[src/rtl/core/rmq_pkg.sv]
// shared types, constants and step functions for the rotation matrix to quaternion pipeline
// used by every module of the block, depends on nothing
package rmq_pkg;

    localparam int unsigned DataW  = 16;
    localparam int unsigned MagW   = 17;   // magnitude of an off-diagonal sum or difference
    localparam int unsigned RadW   = 17;   // positive radicand, raw Q14
    localparam int unsigned RootW  = 16;
    localparam int unsigned NumSt  = 10;   // prep, 4 root, 4 divide, output
    localparam int unsigned SqSt   = 4;
    localparam int unsigned DvSt   = 4;
    localparam int unsigned QBits  = 15;   // quotient bits below the overflow point

    // which quaternion component comes from the root
    localparam logic [1:0] PICK_W = 2'd0;
    localparam logic [1:0] PICK_X = 2'd1;
    localparam logic [1:0] PICK_Y = 2'd2;
    localparam logic [1:0] PICK_Z = 2'd3;

    localparam logic signed [DataW-1:0] SAT_POS = 16'sh7fff;
    localparam logic signed [DataW-1:0] SAT_NEG = 16'sh8000;

    // context from prep to the divide stages; lane n is the n-th component not picked
    typedef struct packed {
        logic            degen;
        logic [1:0]      pick;
        logic [2:0]      neg;
        logic [MagW-1:0] mag0;
        logic [MagW-1:0] mag1;
        logic [MagW-1:0] mag2;
    } t_ctx;

    // context from the root to the output stage
    typedef struct packed {
        logic             degen;
        logic [1:0]       pick;
        logic [2:0]       neg;
        logic [RootW-2:0] half;
    } t_post;

    // digit-by-digit square root state
    typedef struct packed {
        logic [31:0] x;
        logic [17:0] rem;
        logic [15:0] root;
    } t_sq;

    // restoring divider state
    typedef struct packed {
        logic [QBits-1:0] lo;
        logic [16:0]      rem;
        logic [16:0]      v;
        logic [QBits-1:0] q;
        logic             ovf;
    } t_dv;

    // one root bit from the next two radicand bits
    function automatic t_sq sqrt_step(input t_sq s);
        t_sq         o;
        logic [19:0] r;
        logic [19:0] trial;
        o     = s;
        r     = {s.rem, s.x[31:30]};
        trial = {2'b00, s.root, 2'b01};
        if (r >= trial) begin
            r      = r - trial;
            o.root = {s.root[14:0], 1'b1};
        end else begin
            o.root = {s.root[14:0], 1'b0};
        end
        o.rem = r[17:0];
        o.x   = {s.x[29:0], 2'b00};
        return o;
    endfunction

    // one quotient bit
    function automatic t_dv div_step(input t_dv s);
        t_dv         o;
        logic [17:0] r;
        o  = s;
        r  = {s.rem, s.lo[QBits-1]};
        if (r >= {1'b0, s.v}) begin
            r   = r - {1'b0, s.v};
            o.q = {s.q[QBits-2:0], 1'b1};
        end else begin
            o.q = {s.q[QBits-2:0], 1'b0};
        end
        o.rem = r[16:0];
        o.lo  = {s.lo[QBits-2:0], 1'b0};
        return o;
    endfunction

endpackage

[src/rtl/core/rmq_prep.sv]
// first pipeline stage: trace, axis pick, radicand and off-diagonal terms
// depends on rmq_pkg
module rmq_prep (
    input  logic                        i_clk,
    input  logic                        i_en,
    input  logic [143:0]                i_data,  // m00 m01 m02 m10 m11 m12 m20 m21 m22
    output rmq_pkg::t_ctx               o_ctx,
    output logic [rmq_pkg::RadW-1:0]    o_rad
);
    import rmq_pkg::*;

    logic signed [15:0] a00, a01, a02, a10, a11, a12, a20, a21, a22;
    logic signed [18:0] tr;
    logic signed [18:0] rad;
    logic signed [17:0] n0, n1, n2;
    logic signed [15:0] mii;
    logic [1:0]         ax;
    logic [1:0]         pick;
    t_ctx               n_ctx;
    t_ctx               r_ctx;
    logic [RadW-1:0]    r_rad;

    function automatic logic [MagW-1:0] mag_of(input logic signed [17:0] n);
        logic signed [17:0] a;
        a = n[17] ? -n : n;
        return a[MagW-1:0];
    endfunction

    assign a00 = i_data[15:0];
    assign a01 = i_data[31:16];
    assign a02 = i_data[47:32];
    assign a10 = i_data[63:48];
    assign a11 = i_data[79:64];
    assign a12 = i_data[95:80];
    assign a20 = i_data[111:96];
    assign a21 = i_data[127:112];
    assign a22 = i_data[143:128];

    assign tr = 19'(a00) + 19'(a11) + 19'(a22);

    // largest diagonal entry, earlier axis wins ties
    always_comb begin
        ax  = 2'd0;
        mii = a00;
        if (a11 > a00) begin
            ax  = 2'd1;
            mii = a11;
        end
        if (a22 > mii) begin
            ax = 2'd2;
        end
    end

    // radicand and the three other terms in component order
    always_comb begin
        if (tr > 19'sd0) begin
            pick = PICK_W;
            rad  = tr + 19'sd16384;
            n0   = 18'(a21) - 18'(a12);
            n1   = 18'(a02) - 18'(a20);
            n2   = 18'(a10) - 18'(a01);
        end else begin
            unique case (ax)
                2'd1: begin
                    pick = PICK_Y;
                    rad  = 19'(a11) - 19'(a22) - 19'(a00) + 19'sd16384;
                    n0   = 18'(a02) - 18'(a20);
                    n1   = 18'(a01) + 18'(a10);
                    n2   = 18'(a21) + 18'(a12);
                end
                2'd2: begin
                    pick = PICK_Z;
                    rad  = 19'(a22) - 19'(a00) - 19'(a11) + 19'sd16384;
                    n0   = 18'(a10) - 18'(a01);
                    n1   = 18'(a02) + 18'(a20);
                    n2   = 18'(a12) + 18'(a21);
                end
                default: begin
                    pick = PICK_X;
                    rad  = 19'(a00) - 19'(a11) - 19'(a22) + 19'sd16384;
                    n0   = 18'(a21) - 18'(a12);
                    n1   = 18'(a10) + 18'(a01);
                    n2   = 18'(a20) + 18'(a02);
                end
            endcase
        end
        n_ctx.degen = (rad <= 19'sd0);
        n_ctx.pick  = pick;
        n_ctx.neg   = {n2[17], n1[17], n0[17]};
        n_ctx.mag0  = mag_of(n0);
        n_ctx.mag1  = mag_of(n1);
        n_ctx.mag2  = mag_of(n2);
    end

    // stage register
    always_ff @(posedge i_clk) begin
        if (i_en) begin
            r_ctx <= n_ctx;
            r_rad <= n_ctx.degen ? '0 : rad[RadW-1:0];
        end
    end

    assign o_ctx = r_ctx;
    assign o_rad = r_rad;

endmodule

[src/rtl/core/rmq_isqrt.sv]
// pipelined integer square root of radicand * 16384, four bits per stage
// depends on rmq_pkg; carries the prep context alongside
module rmq_isqrt (
    input  logic                       i_clk,
    input  logic [rmq_pkg::SqSt-1:0]   i_en,
    input  logic [rmq_pkg::RadW-1:0]   i_rad,
    input  rmq_pkg::t_ctx              i_ctx,
    output logic [rmq_pkg::RootW-1:0]  o_root,
    output rmq_pkg::t_ctx              o_ctx
);
    import rmq_pkg::*;

    t_sq  r_sq  [SqSt];
    t_ctx r_ctx [SqSt];
    t_sq  n_sq  [SqSt];
    t_sq  s_in  [SqSt];

    // stage inputs
    always_comb begin
        s_in[0].x    = {1'b0, i_rad, 14'b0};
        s_in[0].rem  = '0;
        s_in[0].root = '0;
        for (int k = 1; k < SqSt; k++) begin
            s_in[k] = r_sq[k-1];
        end
    end

    // four root bits per stage
    always_comb begin
        for (int k = 0; k < SqSt; k++) begin
            n_sq[k] = sqrt_step(sqrt_step(sqrt_step(sqrt_step(s_in[k]))));
        end
    end

    always_ff @(posedge i_clk) begin
        for (int k = 0; k < SqSt; k++) begin
            if (i_en[k]) begin
                r_sq[k]  <= n_sq[k];
                r_ctx[k] <= (k == 0) ? i_ctx : r_ctx[(k == 0) ? 0 : k-1];
            end
        end
    end

    assign o_root = r_sq[SqSt-1].root;
    assign o_ctx  = r_ctx[SqSt-1];

endmodule

[src/rtl/core/rmq_div.sv]
// one divider lane: (mag * 16384 + root) / (2 * root), overflow at 32768
// depends on rmq_pkg; 15 quotient bits over four stages
module rmq_div (
    input  logic                        i_clk,
    input  logic [rmq_pkg::DvSt-1:0]    i_en,
    input  logic [rmq_pkg::MagW-1:0]    i_mag,
    input  logic [rmq_pkg::RootW-1:0]   i_root,
    output logic [rmq_pkg::QBits-1:0]   o_q,
    output logic                        o_ovf
);
    import rmq_pkg::*;

    t_dv         r_dv [DvSt];
    t_dv         n_dv [DvSt];
    t_dv         s0;
    logic [30:0] dvd;

    // dividend, divisor and the overflow check
    always_comb begin
        dvd    = {i_mag, 14'b0} + 31'(i_root);
        s0.v   = {i_root, 1'b0};
        s0.rem = {1'b0, dvd[30:15]};
        s0.lo  = dvd[14:0];
        s0.q   = '0;
        s0.ovf = ({1'b0, dvd[30:15]} >= {i_root, 1'b0});
    end

    // three bits in the first stage, four after
    always_comb begin
        n_dv[0] = div_step(div_step(div_step(s0)));
        for (int k = 1; k < DvSt; k++) begin
            n_dv[k] = div_step(div_step(div_step(div_step(r_dv[k-1]))));
        end
    end

    always_ff @(posedge i_clk) begin
        for (int k = 0; k < DvSt; k++) begin
            if (i_en[k]) begin
                r_dv[k] <= n_dv[k];
            end
        end
    end

    assign o_q   = r_dv[DvSt-1].q;
    assign o_ovf = r_dv[DvSt-1].ovf;

endmodule

[src/rtl/core/rotation_matrix_to_quaternion.sv]
// Converts one 3x3 rotation matrix (Q2.14) to a quaternion (Q2.14) per beat.
// Fully pipelined: a new matrix can be taken every clock cycle while the
// output is not stalled. The depth is set by the 16-step square root and the
// 15-step restoring divide, each spread over four register stages, plus one
// prep and one output stage. A stalled output holds back the pipeline only as
// far as there are no empty stages to fill. Inputs whose radicand is not
// positive give a zero quaternion with the degenerate flag in tuser set.
// top level; depends on rmq_pkg, rmq_prep, rmq_isqrt, rmq_div
module rotation_matrix_to_quaternion (
    input  logic          i_clk,
    input  logic          i_rst_n,
    input  logic          i_s_axis_tvalid,
    output logic          o_s_axis_tready,
    input  logic [143:0]  i_s_axis_tdata,   // m00 m01 m02 m10 m11 m12 m20 m21 m22
    output logic          o_m_axis_tvalid,
    input  logic          i_m_axis_tready,
    output logic [63:0]   o_m_axis_tdata,   // qw qx qy qz
    output logic          o_m_axis_tuser    // degenerate
);
    import rmq_pkg::*;

    localparam int unsigned StSq = 1;
    localparam int unsigned StDv = StSq + SqSt;
    localparam int unsigned StOut = StDv + DvSt;

    logic [NumSt-1:0]     r_vld;
    logic [NumSt-1:0]     en;
    t_ctx                 ctx_p;
    t_ctx                 ctx_s;
    logic [RadW-1:0]      rad_p;
    logic [RootW-1:0]     root_s;
    t_post                post_in;
    t_post                r_post [DvSt];
    logic [QBits-1:0]     q_l   [3];
    logic [2:0]           ovf_l;
    logic [DataW-1:0]     v_l   [3];
    logic [63:0]          n_data;
    logic [63:0]          r_data;
    logic                 r_user;

    // stage enables: a stage loads when empty or when the next one moves
    always_comb begin
        en[NumSt-1] = !r_vld[NumSt-1] || i_m_axis_tready;
        for (int k = NumSt-2; k >= 0; k--) begin
            en[k] = !r_vld[k] || en[k+1];
        end
    end

    always_ff @(posedge i_clk) begin
        if (!i_rst_n) begin
            r_vld <= '0;
        end else begin
            for (int k = 0; k < NumSt; k++) begin
                if (en[k]) begin
                    r_vld[k] <= (k == 0) ? i_s_axis_tvalid : r_vld[(k == 0) ? 0 : k-1];
                end
            end
        end
    end

    rmq_prep u_prep (
        .i_clk  (i_clk),
        .i_en   (en[0]),
        .i_data (i_s_axis_tdata),
        .o_ctx  (ctx_p),
        .o_rad  (rad_p)
    );

    rmq_isqrt u_isqrt (
        .i_clk  (i_clk),
        .i_en   (en[StDv-1:StSq]),
        .i_rad  (rad_p),
        .i_ctx  (ctx_p),
        .o_root (root_s),
        .o_ctx  (ctx_s)
    );

    rmq_div u_div0 (
        .i_clk  (i_clk),
        .i_en   (en[StOut-1:StDv]),
        .i_mag  (ctx_s.mag0),
        .i_root (root_s),
        .o_q    (q_l[0]),
        .o_ovf  (ovf_l[0])
    );

    rmq_div u_div1 (
        .i_clk  (i_clk),
        .i_en   (en[StOut-1:StDv]),
        .i_mag  (ctx_s.mag1),
        .i_root (root_s),
        .o_q    (q_l[1]),
        .o_ovf  (ovf_l[1])
    );

    rmq_div u_div2 (
        .i_clk  (i_clk),
        .i_en   (en[StOut-1:StDv]),
        .i_mag  (ctx_s.mag2),
        .i_root (root_s),
        .o_q    (q_l[2]),
        .o_ovf  (ovf_l[2])
    );

    // side context through the divide stages
    always_comb begin
        post_in.degen = ctx_s.degen;
        post_in.pick  = ctx_s.pick;
        post_in.neg   = ctx_s.neg;
        post_in.half  = root_s[RootW-1:1];
    end

    always_ff @(posedge i_clk) begin
        for (int k = 0; k < DvSt; k++) begin
            if (en[StDv+k]) begin
                r_post[k] <= (k == 0) ? post_in : r_post[(k == 0) ? 0 : k-1];
            end
        end
    end

    // sign and saturation per lane
    always_comb begin
        for (int n = 0; n < 3; n++) begin
            if (ovf_l[n]) begin
                v_l[n] = r_post[DvSt-1].neg[n] ? SAT_NEG : SAT_POS;
            end else if (r_post[DvSt-1].neg[n]) begin
                v_l[n] = -{1'b0, q_l[n]};
            end else begin
                v_l[n] = {1'b0, q_l[n]};
            end
        end
    end

    // place the root half and the three lanes
    always_comb begin
        if (r_post[DvSt-1].degen) begin
            n_data = '0;
        end else begin
            unique case (r_post[DvSt-1].pick)
                PICK_W:  n_data = {v_l[2], v_l[1], v_l[0], {1'b0, r_post[DvSt-1].half}};
                PICK_X:  n_data = {v_l[2], v_l[1], {1'b0, r_post[DvSt-1].half}, v_l[0]};
                PICK_Y:  n_data = {v_l[2], {1'b0, r_post[DvSt-1].half}, v_l[1], v_l[0]};
                default: n_data = {{1'b0, r_post[DvSt-1].half}, v_l[2], v_l[1], v_l[0]};
            endcase
        end
    end

    // output register
    always_ff @(posedge i_clk) begin
        if (en[StOut]) begin
            r_data <= n_data;
            r_user <= r_post[DvSt-1].degen;
        end
    end

    assign o_s_axis_tready = en[0];
    assign o_m_axis_tvalid = r_vld[StOut];
    assign o_m_axis_tdata  = r_data;
    assign o_m_axis_tuser  = r_user;

    // degenerate beats carry a zero quaternion
    a_degen_zero: assert property (@(posedge i_clk) disable iff (!i_rst_n)
        o_m_axis_tvalid && o_m_axis_tuser |-> o_m_axis_tdata == 64'd0)
        else $error("degenerate beat with nonzero quaternion");

    // a positive radicand gives a nonzero root
    a_root_nz: assert property (@(posedge i_clk) disable iff (!i_rst_n)
        r_vld[StDv-1] && !ctx_s.degen |-> root_s != '0)
        else $error("zero root on a valid radicand");

    // the trace path never flags degenerate
    a_trace_ok: assert property (@(posedge i_clk) disable iff (!i_rst_n)
        r_vld[0] && ctx_p.pick == PICK_W |-> !ctx_p.degen)
        else $error("trace path marked degenerate");

    // reset empties the pipeline
    a_rst_empty: assert property (@(posedge i_clk)
        !i_rst_n |=> !o_m_axis_tvalid)
        else $error("output valid after reset");

endmodule
[config.mk]
export PLATFORM = sky130hd
export DESIGN_NAME = rotation_matrix_to_quaternion
export DESIGN_NICKNAME = d
export VERILOG_FILES = /design/src/rtl/core/rmq_pkg.sv /design/src/rtl/core/rmq_prep.sv /design/src/rtl/core/rmq_isqrt.sv /design/src/rtl/core/rmq_div.sv /design/src/rtl/core/rotation_matrix_to_quaternion.sv
export SDC_FILE = /design/constraint.sdc
export NUM_CORES = 2
export LEC_CHECK = 0
export BUFFER_PORTS_ARGS = -buffer_cell sky130_fd_sc_hd__clkbuf_2
export CORE_UTILIZATION = 28
export DETAILED_ROUTE_END_ITERATION = 8
export MAX_ROUTING_LAYER = met4
export PLACE_DENSITY = 0.38
export SLEW_MARGIN = 0
export SYNTH_ARGS = -nofsm -noshare
export SYNTH_HDL_FRONTEND = slang
export SYNTH_SLANG_ARGS = --single-unit
[constraint.sdc]
create_clock -name i_clk -period 17.35 [get_ports i_clk]
set_input_delay 4.3375 -clock i_clk [delete_from_list [all_inputs] [get_ports i_clk]]
set_output_delay 4.3375 -clock i_clk [all_outputs]
set_load 0.03 [all_outputs]
; Yosys cells after proc, flatten, opt, wreduce, memory -nomap -nowiden
; Memory sizes are Yosys's and may differ from the RTL's.
; Index checks and enable logic that the tools add are counted.
[word_totals]
register_bits = 149
latchBits = 0
ram_bits = 1288
mem_bits_ro = 0
input_bits = 148
out_inout_bits = 67
word_cells = 370
n_memories = 6
[memory_table]
columns = memory, words, word_bits, rd, rd_clocked_by_memory_dff, write_ports, line
row1 = u_div0.r_dv, 4, 62, 4, 0, 4, rmq_div.sv:13  ; t_dv r_dv [DvSt];
row2 = u_div1.r_dv, 4, 62, 4, 0, 4, rmq_div.sv:13
row3 = u_div2.r_dv, 4, 62, 4, 0, 4, rmq_div.sv:13
row4 = u_isqrt.r_sq, 4, 58, 4, 0, 4, rmq_isqrt.sv:13  ; t_sq r_sq [SqSt];
row5 = u_isqrt.r_ctx, 4, 57, 4, 0, 4, rmq_isqrt.sv:14  ; t_ctx r_ctx [SqSt];
row6 = r_post, 4, 21, 4, 0, 4, rotation_matrix_to_quaternion.sv:33  ; t_post r_post [DvSt];
[classes]
n_addsub = 88
mul = 0
div = 0
magnitude_cmp = 68
eq_ne = 4
n_shift = 0
mux = 163
n_bitwise = 0
n_reduce_logical = 22
[ops]
columns = operator, count
row1 = 17-bit two-way mux, 48
row2 = 17-bit subtractor, 45
row3 = 18-bit by 17-bit greater-or-equal comparator with 1-bit output, 42
row4 = 18-bit two-way mux, 21
row5 = 20-bit by 18-bit greater-or-equal comparator with 1-bit output, 12
row6 = 18-bit subtractor, 12
row7 = 64-bit case mux with 3 select lines, 1
row8 = 16-bit two-way mux, 10
row9 = 16-bit by 16-bit subtractor with 17-bit output, 6
row10 = 31-bit by 16-bit adder with 31-bit output, 3
row11 = 1-bit two-way mux, 78
row12 = 19-bit by 16-bit adder with 19-bit output (second input constant), 4
row13 = 16-bit by 16-bit adder with 17-bit output, 4
row14 = 17-bit by 16-bit subtractor with 18-bit output, 3
row15 = 16-bit by 17-bit greater-or-equal comparator with 1-bit output, 3
row16 = 17-bit greater-or-equal comparator, 3
row17 = 17-bit negator, 3
row18 = 15-bit negator with 16-bit output, 3
row19 = 19-bit case mux with 2 select lines, 1
row20 = 18-bit case mux with 2 select lines, 1
row21 = 16-bit greater-than comparator, 2
row22 = 20-bit by 3-bit greater-or-equal comparator with 1-bit output, 1
row23 = 20-bit by 4-bit greater-or-equal comparator with 1-bit output, 1
row24 = 20-bit by 5-bit greater-or-equal comparator with 1-bit output, 1
row25 = 17 further kinds, 37

; Logic depth before layout (Yosys ltp)
[logic_depth]
word_depth = 12
depth_mapped = 70
ltp_nobuf = 65

; Hierarchy
; Synthesis repeated with hierarchy kept, for this count alone.
[unflattened]
cells_unflattened = 10502
area_unflattened_um2 = 97589.8
[by_module_without_submodules]
columns = module, instances, cells_each, area_each_um2, seq_area_each_um2
row1 = rmq_isqrt, 1, 1693, 19000.7, 9999.6
row2 = rmq_div (u_div1), 1, 2053, 18499.0, 4083.9
row3 = rmq_div (u_div0), 1, 2028, 17884.7, 4083.9
row4 = rmq_div (u_div2), 1, 2004, 17857.1, 4083.9
row5 = rmq_prep, 1, 2039, 16654.7, 2222.1
row6 = rotation_matrix_to_quaternion, 1, 685, 7693.6, 4674.5

; Worst setup path after synthesis
; No wires, ideal clock.
[synth_path]
kind = register -> register
start = memory r_post[0][0] (netlist bit)
end = memory u_div2.r_dv[1][40] (netlist bit), data pin
setup_time_ns = 0.260
arrival_time_ns = 14.051
required_time_ns = 17.090
setup_slack_ns = 3.039
stages_incl_launch_ff = 66
n_path_buf = 4
synth_period_minus_slack_ns = 14.311
path_cell_list = edfxtp_1 inv_1 ha_1 nor2b_1 o21ai_0 a21boi_0 o21ai_0 a21boi_0 o21ai_0 a21oi_1 o21a_1 o211ai_1 and2_0 inv_1 clkbuf_1 o21ai_0 inv_1 ha_1 [30 not listed] ha_1 nor2b_1 o21ai_0 a21boi_0 o21ai_0 a21boi_0 o21ai_0 a21boi_0 o21ai_0 a21oi_1 o21a_1 o31a_1 o21ai_0 nand3b_1 a21o_1 nor2_1 clkbuf_1 mux2_2
[synth_lines]
columns = element, line
row1 = from (decl), rotation_matrix_to_quaternion.sv:33
row2 = to (decl), rmq_div.sv:13

==> flow_summary.ini <==
[critical_path]
reg2reg_from = r_post[0][0]$_DFFE_PP_
crit_top_cell = o21ai_0
critPathCaptureType = flop
crit_type = reg -> reg
worstReg2RegEnd = u_div1.r_dv[1][48]$_DFFE_PP_
r2r_slack_ns = 1.70
arrival_ns = 16.12
crit_buf_inv = 5
max_stage_delay_ns = 0.86
cp-start-kind = flop
worstRegToRegCells = 63
cp_top_family = compound AO/OA/AOI/OAI gates
critPathMaxFanout = 27
slowest_stage = edfxtp_1
required_ns = 17.82

[logic_synthesis]
yosys_register_bits = 833
synthesis.instances = 9780
avgSynthCellArea_um2 = 8.851
syn_area_um2 = 86560
synth_edf_count = 823
synthArstFlopShare_pct = 0
synth_cell_types = 111
yosys_warnings = 0
yosysSeqAreaShare_pct = 28.78
syn_nets = 11150
synth_ff_type = edfxtp_1

[worst_hold_path]
hold_end = u_isqrt.r_ctx[0][17]$_DFFE_PP_
min-delay-start = u_prep.o_ctx[17]$_DFFE_PP_
min_path_type = reg -> reg
whs_path_depth = 0

[floorplan]
coreArea_um2 = 306600
dieArea_um2 = 311400
io_pins = 215
die_h_um = 558.0
start_util_pct = 28.24
row_count = 203
die_x_um = 558.0

[place]
gp_congestion = 0.8936
io_buffers = 214
dp_hpwl_mm = 237.3
placed_cells = 14000
place_ws_ns = 1.938

[clocking]
clock-sinks = 833
cts-htree-levels = 3
cts_tree = done
clockBufferDepth = 3
cts.repair.resized = 0
ctsHoldBuffers = 0
clockRootBuffer = clkbuf_16
cts_buffers = 103
post_cts_buffers = 0
clkTransAtPathRegs_ns = 0.06
clk_latency_ns = 0.79

[drt]
routed.top_layer = met4
drtIter0Drc = 4459
num_vias = 72190
drtPass1Iterations = 5
routed_wl_mm = 296.1
ant_nets = 0
wl_met1_mm = 140.6
wl_per_cell_um = 20.86
viasPerCell = 5.086
drc = 0
route.met2.wl_mm = 140.3
wl_met3_mm = 9.018

[sta]
drv_slew = 0
finalSetupViolations = 0
grt_setup_unrepaired = false
finalCriticalPeriod_ns = 15.65
setup_tns_ns = 0
finClkSkew_ns = 0.07697
tightestPinTransition_ns = 1.327
finalCritPeriodShare_pct = 90.20
hold_viol = 0
max-slew-margin-rel_pct = 10.99
fmax_mhz = 63.90
fin_ws_ns = 1.701

[global_routing]
grt_pass1_wl_mm = 444.0
antenna_found_initial = 14
grt_max_degree = 71
globalRouteOverflowTotal = 0
grt_use_total_pct = 19.13
first_global_vias = 71130

[finish]
nets = 11370
final_util_pct = 31.50
fillCellCount = 32040
multi_input_area_um2 = 57770
drive_above_1_share_pct = 8.822
layout.cells.non_filler = 14190
seq_area_um2 = 24910
syn2layout_area_growth_pct = 11.57

[outcome]
outcome = completed

[job]
drv_cap = 0
## cell families after synthesis
family	share of synthesized area, %
simple gates	15.42
fa+ha+maj	18.65
flops	28.78
mux	4.945
compound gates	20.47
buf+inv	4.708
xor+xnor	7.022
## per-stage QoR
step,instance area [µm²],hold WS (ns)
3_5_place_dp,93030,0.4045
4_1_cts,96560,0.3972
5_1_grt,96570,0.4076
2_1_floorplan,86560,0.4003
6_report,96580,0.3993
3_3_place_gp,93030,0.4012
## registers in the layout, indices dropped and copies added (netlist names), 17 cells and up
register	cells
u_isqrt.r_ctx	228
o_m_axis_tdata	64
u_prep.o_rad	17
u_prep.o_ctx	57
u_div1.r_dv	88
u_div0.r_dv	90
r_post	84
u_div2.r_dv	89
u_isqrt.r_sq	105
## worst reg2reg max path: cells and delay by family, from the launching register on
kind | cells | cell delay [ns]
flip-flops | 1 | 0.86
multiplexers | 1 | 0.14
AND/OR/NAND/NOR | 10 | 2.71
adder cells (fa/ha/maj) | 4 | 1.31
buffers and inverters | 5 | 1.15
AO/OA/AOI/OAI | 43 | 9.21
## how the worst max path moves through the flow
stage	start	end	slack (ns)	depth (start not counted)
floorplan	r_post[0][0]$_DFFE_PP_	u_div2.r_dv[1][40]$_DFFE_PP_	3.04	65
global placement	r_post[0][0]$_DFFE_PP_	u_div1.r_dv[1][48]$_DFFE_PP_	2.29	63
detailed placement	r_post[0][0]$_DFFE_PP_	u_div1.r_dv[1][49]$_DFFE_PP_	1.94	63
CTS	r_post[0][0]$_DFFE_PP_	u_div1.r_dv[1][47]$_DFFE_PP_	1.82	64
global route	r_post[0][0]$_DFFE_PP_	u_div1.r_dv[1][45]$_DFFE_PP_	0.09	64
finish	r_post[0][0]$_DFFE_PP_	u_div1.r_dv[1][48]$_DFFE_PP_	1.70	63
## cells in the mapped netlist (22+ instances only)
cell | n | area (µm²)
and3_1 | 65 | 406.6
a221o_1 | 38 | 380.4
o21a_1 | 114 | 855.8
a211o_1 | 22 | 192.7
mux2_2 | 253 | 2849
o21ai_0 | 657 | 3288
xnor2_1 | 495 | 4335
nand2_1 | 763 | 2864
a31oi_1 | 68 | 425.4
or3_1 | 68 | 425.4
o22ai_1 | 34 | 212.7
nor3_1 | 187 | 935.9
buf_1 | 24 | 90.09
clkbuf_1 | 176 | 660.6
o31a_1 | 29 | 254.0
and2_1 | 37 | 231.5
and4_1 | 30 | 262.8
nor4_1 | 52 | 325.3
o211ai_1 | 32 | 240.2
nor2b_1 | 161 | 1007
a21o_1 | 255 | 1914
nor2_1 | 876 | 3288
or2_2 | 30 | 187.7
nand3_1 | 147 | 735.7
a211oi_1 | 95 | 713.2
a21boi_0 | 141 | 1059
nand2b_1 | 112 | 700.7
inv_1 | 823 | 3089
a221oi_1 | 24 | 210.2
mux2i_1 | 140 | 1401
buf_2 | 26 | 130.1
o21bai_1 | 120 | 900.9
nor3b_1 | 36 | 270.3
edfxtp_1 | 823 | 24710
fa_1 | 119 | 2382
nand4_1 | 136 | 850.8
a21oi_1 | 784 | 3924
ha_1 | 1100 | 13760
o31ai_1 | 116 | 870.8
xor2_1 | 199 | 1743
## area by class of cell
| cell class | instances | share of cell area [%] |
|---|---|---|
| multi-input cells | 7883 | 59.82 |
| flip-flops and latches | 833 | 25.80 |
| well taps | 4100 | 5.312 |
| inverters | 832 | 3.243 |
| clock buffers | 122 | 2.743 |
| repair buffers | 350 | 2.166 |
| clock inverters | 68 | 0.9108 |
| diodes | 5 | 0.01296 |
## per-layer routing
metal / up-vias / GRT usage, %
li1: 36110 / -
met1: 34460 / 25.03
met2: 1343 / 32.15
met3: 275 / 1.455
met4: 0 / 4.091
met5: - / -
## layout by cell type, fill, tap and decap left out, types with 92 or more instances in the layout
cell type  Yosys  routed
inv_1        823     817
nand2_1      763     760
nand2b_1     112     112
o21bai_1     120     120
a211oi_1      95      92
o21a_1       114     114
a21o_1       255     255
mux2_2       253     253
edfxtp_1     823     823
a21oi_1      784     783
ha_1        1100    1100
nand3_1      147     146
nand4_1      136     136
o21ai_0      657     657
o31ai_1      116     114
clkbuf_16      0     103
xor2_1       199     199
nor2b_1      161     161
clkbuf_2       0     214
fa_1         119     119
nor3_1       187     186
a21boi_0     141     141
nor2_1       876     874
xnor2_1      495     495
buf_4          1     136
mux2i_1      140     137
Power is left out: the tool's default activity adds up to more than one toggle a clock period on the data nets, which glitch-free logic cannot reach.
